`src/design/blr_pkg.sv`:
```
// ----------------------------------------------------------------------------
// blr_pkg
// Shared widths, defaults and controller/datapath interface types for the
// line rasteriser.
// ----------------------------------------------------------------------------
package blr_pkg;

	localparam int COORD_W          = 6;
	localparam int COORD_BITS_DEF   = 6;

	typedef struct packed {
		logic load;
		logic advance;
	} blr_cmd_t;

	typedef struct packed {
		logic last;
	} blr_status_t;

endpackage

```
`src/design/blr_ctrl.sv`:
```
// ----------------------------------------------------------------------------
// blr_ctrl
// Line controller: accepts a line, then steps the datapath once per output
// transfer until the final pixel has gone.
// ----------------------------------------------------------------------------
module blr_ctrl (
	input  logic                clk,
	input  logic                arst_n,
	input  logic                in_valid,
	output logic                in_stall,
	output logic                out_valid,
	input  logic                out_stall,
	input  blr_pkg::blr_status_t status,
	output blr_pkg::blr_cmd_t    cmd
);
	import blr_pkg::*;

	localparam logic ST_IDLE = 1'b0;
	localparam logic ST_RUN  = 1'b1;

	logic state_q;
	logic state_d;
	logic advance;
	logic load;

	assign advance   = (state_q == ST_RUN) && !out_stall;
	assign in_stall  = !((state_q == ST_IDLE) || (advance && status.last));
	assign load      = in_valid && !in_stall;
	assign out_valid = (state_q == ST_RUN);

	assign cmd.load    = load;
	assign cmd.advance = advance;

	always_comb begin
		state_d = state_q;
		case (state_q)
			ST_IDLE: begin
				if (load) begin
					state_d = ST_RUN;
				end
			end
			ST_RUN: begin
				if (load) begin
					state_d = ST_RUN;
				end else if (advance && status.last) begin
					state_d = ST_IDLE;
				end
			end
			default: begin
				state_d = ST_IDLE;
			end
		endcase
	end

	always_ff @(posedge clk or negedge arst_n) begin
		if (!arst_n) begin
			state_q <= ST_IDLE;
		end else begin
			state_q <= state_d;
		end
	end

endmodule

```
`src/design/blr_datapath.sv`:
```
// ----------------------------------------------------------------------------
// blr_datapath
// Endpoint ordering, Bresenham set-up and the per-pixel step of position,
// decision variable and remaining-pixel count.
// ----------------------------------------------------------------------------
module blr_datapath #(
	parameter int COORD_BITS = blr_pkg::COORD_BITS_DEF
) (
	input  logic                        clk,
	input  logic [blr_pkg::COORD_W-1:0] x_start,
	input  logic [blr_pkg::COORD_W-1:0] y_start,
	input  logic [blr_pkg::COORD_W-1:0] x_end,
	input  logic [blr_pkg::COORD_W-1:0] y_end,
	input  blr_pkg::blr_cmd_t           cmd,
	output blr_pkg::blr_status_t        status,
	output logic [blr_pkg::COORD_W-1:0] pixel_x,
	output logic [blr_pkg::COORD_W-1:0] pixel_y,
	output logic                        last_pixel
);
	import blr_pkg::*;

	localparam int CB = COORD_BITS;
	localparam int DW = COORD_BITS + 3;

	logic [CB-1:0]        ax, ay, bx, by;
	logic [CB-1:0]        lx, ly, rx, ry;
	logic                 swap;
	logic [CB-1:0]        dx_u;
	logic signed [CB:0]   dy;
	logic [CB-1:0]        ady;
	logic                 neg;
	logic                 ymaj;
	logic signed [DW-1:0] sdx, sdy;
	logic signed [DW-1:0] d0, inc_s0, inc_n0;

	logic [CB-1:0]        x_q, y_q, cnt_q;
	logic signed [DW-1:0] d_q, inc_s_q, inc_n_q;
	logic                 neg_q, ymaj_q;
	logic                 step;
	logic [CB-1:0]        y_next;

	assign ax = x_start[CB-1:0];
	assign ay = y_start[CB-1:0];
	assign bx = x_end[CB-1:0];
	assign by = y_end[CB-1:0];

	assign swap = ax > bx;
	assign lx   = swap ? bx : ax;
	assign ly   = swap ? by : ay;
	assign rx   = swap ? ax : bx;
	assign ry   = swap ? ay : by;

	assign dx_u = rx - lx;
	assign dy   = $signed({1'b0, ry}) - $signed({1'b0, ly});
	assign neg  = !(dy > 0);
	assign ady  = neg ? (ly - ry) : (ry - ly);
	assign ymaj = ady >= dx_u;
	assign sdx  = $signed(DW'(dx_u));
	assign sdy  = DW'(dy);

	always_comb begin
		case ({neg, ymaj})
			2'b00: begin
				d0     = (sdy <<< 1) - sdx;
				inc_s0 = (sdy - sdx) <<< 1;
				inc_n0 = sdy <<< 1;
			end
			2'b01: begin
				d0     = (sdx <<< 1) - sdy;
				inc_s0 = (sdx - sdy) <<< 1;
				inc_n0 = sdx <<< 1;
			end
			2'b10: begin
				d0     = (sdy <<< 1) + sdx;
				inc_s0 = (sdy + sdx) <<< 1;
				inc_n0 = sdy <<< 1;
			end
			2'b11: begin
				d0     = -(sdx <<< 1) - sdy;
				inc_s0 = -((sdx + sdy) <<< 1);
				inc_n0 = -(sdx <<< 1);
			end
			default: begin
				d0     = '0;
				inc_s0 = '0;
				inc_n0 = '0;
			end
		endcase
	end

	assign step   = neg_q ? (d_q <= 0) : (d_q >= 0);
	assign y_next = neg_q ? (y_q - 1'b1) : (y_q + 1'b1);

	always_ff @(posedge clk) begin
		if (cmd.load) begin
			x_q     <= lx;
			y_q     <= ly;
			cnt_q   <= ymaj ? ady : dx_u;
			d_q     <= d0;
			inc_s_q <= inc_s0;
			inc_n_q <= inc_n0;
			neg_q   <= neg;
			ymaj_q  <= ymaj;
		end else if (cmd.advance) begin
			cnt_q <= cnt_q - 1'b1;
			d_q   <= d_q + (step ? inc_s_q : inc_n_q);
			if (ymaj_q) begin
				y_q <= y_next;
				if (step) begin
					x_q <= x_q + 1'b1;
				end
			end else begin
				x_q <= x_q + 1'b1;
				if (step) begin
					y_q <= y_next;
				end
			end
		end
	end

	assign status.last = (cnt_q == '0);
	assign pixel_x     = COORD_W'(x_q);
	assign pixel_y     = COORD_W'(y_q);
	assign last_pixel  = status.last;

endmodule

```
`src/design/bresenham_line_rasterizer_top.sv`:
```
// ----------------------------------------------------------------------------
// bresenham_line_rasterizer_top
// Bresenham line rasteriser for a square tile of 2^COORD_BITS pixels a side.
// ----------------------------------------------------------------------------
// Usage:
//   Input channel (in_valid/in_stall) carries one line as two endpoints.
//   Only the low COORD_BITS bits of each coordinate are used. Endpoints are
//   reordered so the walk runs left to right (vertical lines run from the
//   first y to the second).
//   Output channel (out_valid/out_stall) carries one pixel per transfer,
//   with last_pixel set on the final pixel of the line.
//   A line of N = max(|dx|, |dy|) + 1 pixels, at most 2^COORD_BITS, shows its
//   first pixel the cycle after the input transfer and then moves one pixel
//   per unstalled cycle; the next line is taken in the cycle of the final
//   pixel transfer, so the pixels of successive lines follow without a gap.
//   The walk is done by the single stepping datapath: one pixel per step.
//   A stall on the output holds the current pixel and freezes the walk; the
//   input stays stalled until the last pixel transfers.
//   Reset returns the controller to idle; no line is in flight after it.
// ----------------------------------------------------------------------------
module bresenham_line_rasterizer_top #(
	parameter int COORD_BITS = blr_pkg::COORD_BITS_DEF
) (
	input  logic                        clk,
	input  logic                        arst_n,
	input  logic                        in_valid,
	output logic                        in_stall,
	input  logic [blr_pkg::COORD_W-1:0] x_start,
	input  logic [blr_pkg::COORD_W-1:0] y_start,
	input  logic [blr_pkg::COORD_W-1:0] x_end,
	input  logic [blr_pkg::COORD_W-1:0] y_end,
	output logic                        out_valid,
	input  logic                        out_stall,
	output logic [blr_pkg::COORD_W-1:0] pixel_x,
	output logic [blr_pkg::COORD_W-1:0] pixel_y,
	output logic                        last_pixel
);
	import blr_pkg::*;

	blr_cmd_t    cmd;
	blr_status_t status;

	blr_ctrl u_ctrl (
		.clk       (clk),
		.arst_n    (arst_n),
		.in_valid  (in_valid),
		.in_stall  (in_stall),
		.out_valid (out_valid),
		.out_stall (out_stall),
		.status    (status),
		.cmd       (cmd)
	);

	blr_datapath #(
		.COORD_BITS (COORD_BITS)
	) u_datapath (
		.clk        (clk),
		.x_start    (x_start),
		.y_start    (y_start),
		.x_end      (x_end),
		.y_end      (y_end),
		.cmd        (cmd),
		.status     (status),
		.pixel_x    (pixel_x),
		.pixel_y    (pixel_y),
		.last_pixel (last_pixel)
	);

endmodule

```
`config.mk`:
```
export PLATFORM = sky130hd
export DESIGN_NAME = bresenham_line_rasterizer_top
export DESIGN_NICKNAME = d
export VERILOG_FILES = /design/src/design/blr_pkg.sv /design/src/design/blr_ctrl.sv /design/src/design/blr_datapath.sv /design/src/design/bresenham_line_rasterizer_top.sv
export SDC_FILE = /design/constraint.sdc
export NUM_CORES = 1
export LEC_CHECK = 0
export BUFFER_PORTS_ARGS = -buffer_cell sky130_fd_sc_hd__buf_2
export CAP_MARGIN = 10
export CORE_AREA = 4 4 77 133
export DETAILED_ROUTE_END_ITERATION = 10
export DIE_AREA = 0 0 81 137
export PLACE_DENSITY = 0.93
export SLEW_MARGIN = 5
export SYNTH_ARGS = -nofsm -noshare
export SYNTH_HDL_FRONTEND = slang
export SYNTH_SLANG_ARGS = --single-unit
export TNS_END_PERCENT = 20
```
`constraint.sdc`:
```
create_clock -name clk -period 8.4 [get_ports clk]
set_input_delay 0 -clock clk [delete_from_list [all_inputs] [get_ports clk]]
set_output_delay 0 -clock clk [all_outputs]
set_load 0.1 [all_outputs]
```
==> metrics.txt <==
status=complete, no violations; antenna fix cells=0; Rows=46; Yosys Warn Count=0; Fmax=approximately 140 MHz; Syn Nets=between 800 and 900; unrepaired setup endpoints after global routing=false; Slew HR=0.407; post_cts resized=0; WL/cell=20.7 um; CTS root buf=clkbuf_16; Synth top area share=0.223; total iterations of the first detailed-routing run=5; Fill cells=between 600 and 700; global route overflow=0; Longest Clk Path Bufs=2; post-route antenna net violation count=0; CTS Sinks=46; die area=11100 sq um; ys async rst share=0.0217; final hold vios=0; Ports=43; Cell Area, Synth=between 6000 and 7000 sq um; Synth Flop Type=edfxtp_1; post-synthesis cell type count=78; Slowest-stage cell, CP=o31a_1; Die Wd=approximately 81 um; MaxCap Viol Count=0; most frequent cells after synthesis=71 x nor2_1, 67 x ha_1, 63 x a21oi_1; crit-path max cell delay=0.63 ns; crit end category=flip-flop; routed vias=5720; PwrDens=approximately 320 nW/um^2; Max IR drop VDD=around 0.00033 V; hpwl dp=around 14000 um; largest net degree at the start of global routing=42; Final Critical Period=approximately 7.1 ns; core area=9090 sq um; Max Slew Vio Count=0; Mapped Cells=just over 700; Startpoint Class=primary input; Iter 0 DRT Violations=~430; first-pass GRT wire length=about 28000 um; setup clock skew after layout=roughly 0.0086 ns; synth top area cells=edfxtp_1 22%, ha_1 14%, xnor2_1 7.1%, a21oi_1 5.2%, nor2_1 4.4%; DR vias/cell=~6.5; post-synth top area cell=edfxtp_1; PortBufs=42; setup ws final=between 1 and 1.5 ns; share of cells above drive strength 1=0.125; GRT Util Overall=0.338; Yosys reg bits=46; initial antenna violation count=0; Worst EP required=approximately 8.4 ns; Crit path arrival time=roughly 7.1 ns; setup_tns=0 ns; WL final=18100 um; register area share after synthesis=0.227; most frequent cell on the critical path=nor2_1; die height=approximately 140 um; CP Buf/Inv Count=4; Worst-path clk slew=0.07 ns; period utilisation layout=0.843; nets=856; cell family with most CP delay=compound AO/OA/AOI/OAI gates; area of all sequential standard cells=1380 sq um; area grow syn2layout=7.33%; Worst-Skew Late Latency=0.29 ns; Critical Path Fanout Max=30; number of H-tree levels=2; most frequent cell after synthesis=nor2_1; worst min-delay path class=primary input to async pin; number of enable flip-flop cells after synthesis=45; number of CTS-inserted buffers=5; Initial Utilization=0.666; r2r startpoint=u_datapath.d_q[2]; vias in the first global route=~6000; leakage power=0.00281 uW; Final GP Congestion=roughly 0.98; post-synthesis area per instance=between 8 and 9 sq um; Worst-Margin Slew=between 0.8 and 0.9 ns; # setup viols final=0; crit path from=x_end[3]; CP Class=primary input to flip-flop; TritonCTS clock tree=built; pre-CTS WS=between 1 and 1.5 ns; multi-input logic area=roughly 4300 sq um; DRC viols=0
==> kinds of logic (layout without fill, tap and decap cells) <==
family	after synthesis	after routing	synth area share
flops	46	46	0.227
mux	26	26	0.0473
xor+xnor	69	69	0.102
fa+ha+maj	79	79	0.171
simple gates	210	210	0.162
compound gates	203	203	0.227
buf+inv	90	121	0.0626
==> routing by layer <==
| metal | vias to the layer above | wire, um | track usage |
|---|---|---|---|
| met4 | 0 | 1790 | 0.296 |
| li1 | 2636 | - | - |
| met5 | - | 0 | 0 |
| met3 | 115 | 958 | 0.0441 |
| met2 | 298 | 9500 | 0.610 |
| met1 | 2671 | 5880 | 0.322 |
==> flip-flops by register name, summed over array words and instances (netlist names) <==
name                count
u_datapath.pixel_y      6
u_datapath.inc_s_q      8
u_datapath.d_q          9
u_datapath.neg_q        1
u_datapath.inc_n_q      8
u_ctrl.out_valid        1
u_datapath.pixel_x      6
u_datapath.cnt_q        6
u_datapath.ymaj_q       1
==> area by class of cell <==
class	count	share of cell area
multi-input cells	587	0.662
flip-flops and latches	46	0.212
repair buffers	55	0.0481
inverters	58	0.0335
well taps	120	0.0231
clock buffers	6	0.0198
clock inverters	2	0.00212
==> timing repair <==
action	in CTS	in global routing
endpoints found under the hold margin	2	0
hold buffers	2	0
setup buffers	0	0
==> layout by cell type, fill, tap and decap left out, types with 5 or more instances in the layout <==
master and n:
a21o_1 12, a21oi_1 63, a22oi_1 5, a31oi_1 14
buf_2 42, buf_4 11, clkbuf_16 5, edfxtp_1 45
fa_1 8, ha_1 67, inv_1 56, mux2_2 10
mux2i_1 14, nand2_1 60, nand2b_1 13, nand3_1 15
nor2_1 71, nor2b_1 12, nor3_1 12, o211ai_1 6
o21ai_0 28, o21bai_1 13, o22ai_1 6, o311ai_0 5
xnor2_1 49, xor2_1 18
==> power by group <==
part / total, uW / internal (uW) / leakage [uW] / switching (uW)
Clock: 192 / 110 / 0.0000708 / 81.7
Sequential: 371 / 341 / 0.000432 / 30.4
Combinational: 1540 / 573 / 0.00230 / 967
==> final timing paths <==
| path | to | slack, ns | cells after the start |
|---|---|---|---|
| setup / recovery | u_datapath.d_q[8] | 1.32 | 31 |
| hold / removal | u_ctrl.out_valid | 0.03 | 2 |
| setup reg to reg | u_datapath.d_q[8] | 4.93 | 14 |
| hold reg to reg | u_datapath.pixel_x[0] | 0.67 | 1 |
| max in group asynchronous | u_ctrl.out_valid | 8.29 | 2 |
| min in group clk | u_ctrl.out_valid | 0.11 | 3 |
==> through the flow <==
stage	instance area [sq um]	hold WS, ns	utilization	total power, uW	instances
floorplan	6060	-0.296	-	1520	723
global placement	6340	-0.225	0.697	1840	864
detailed placement	6340	-0.216	0.697	1880	864
CTS	6500	0.0476	0.715	2070	874
global route	6500	0.0395	0.715	2250	874
finish	6500	0.0282	0.715	2100	874
Note: power is estimated with default switching activity, not from simulation.
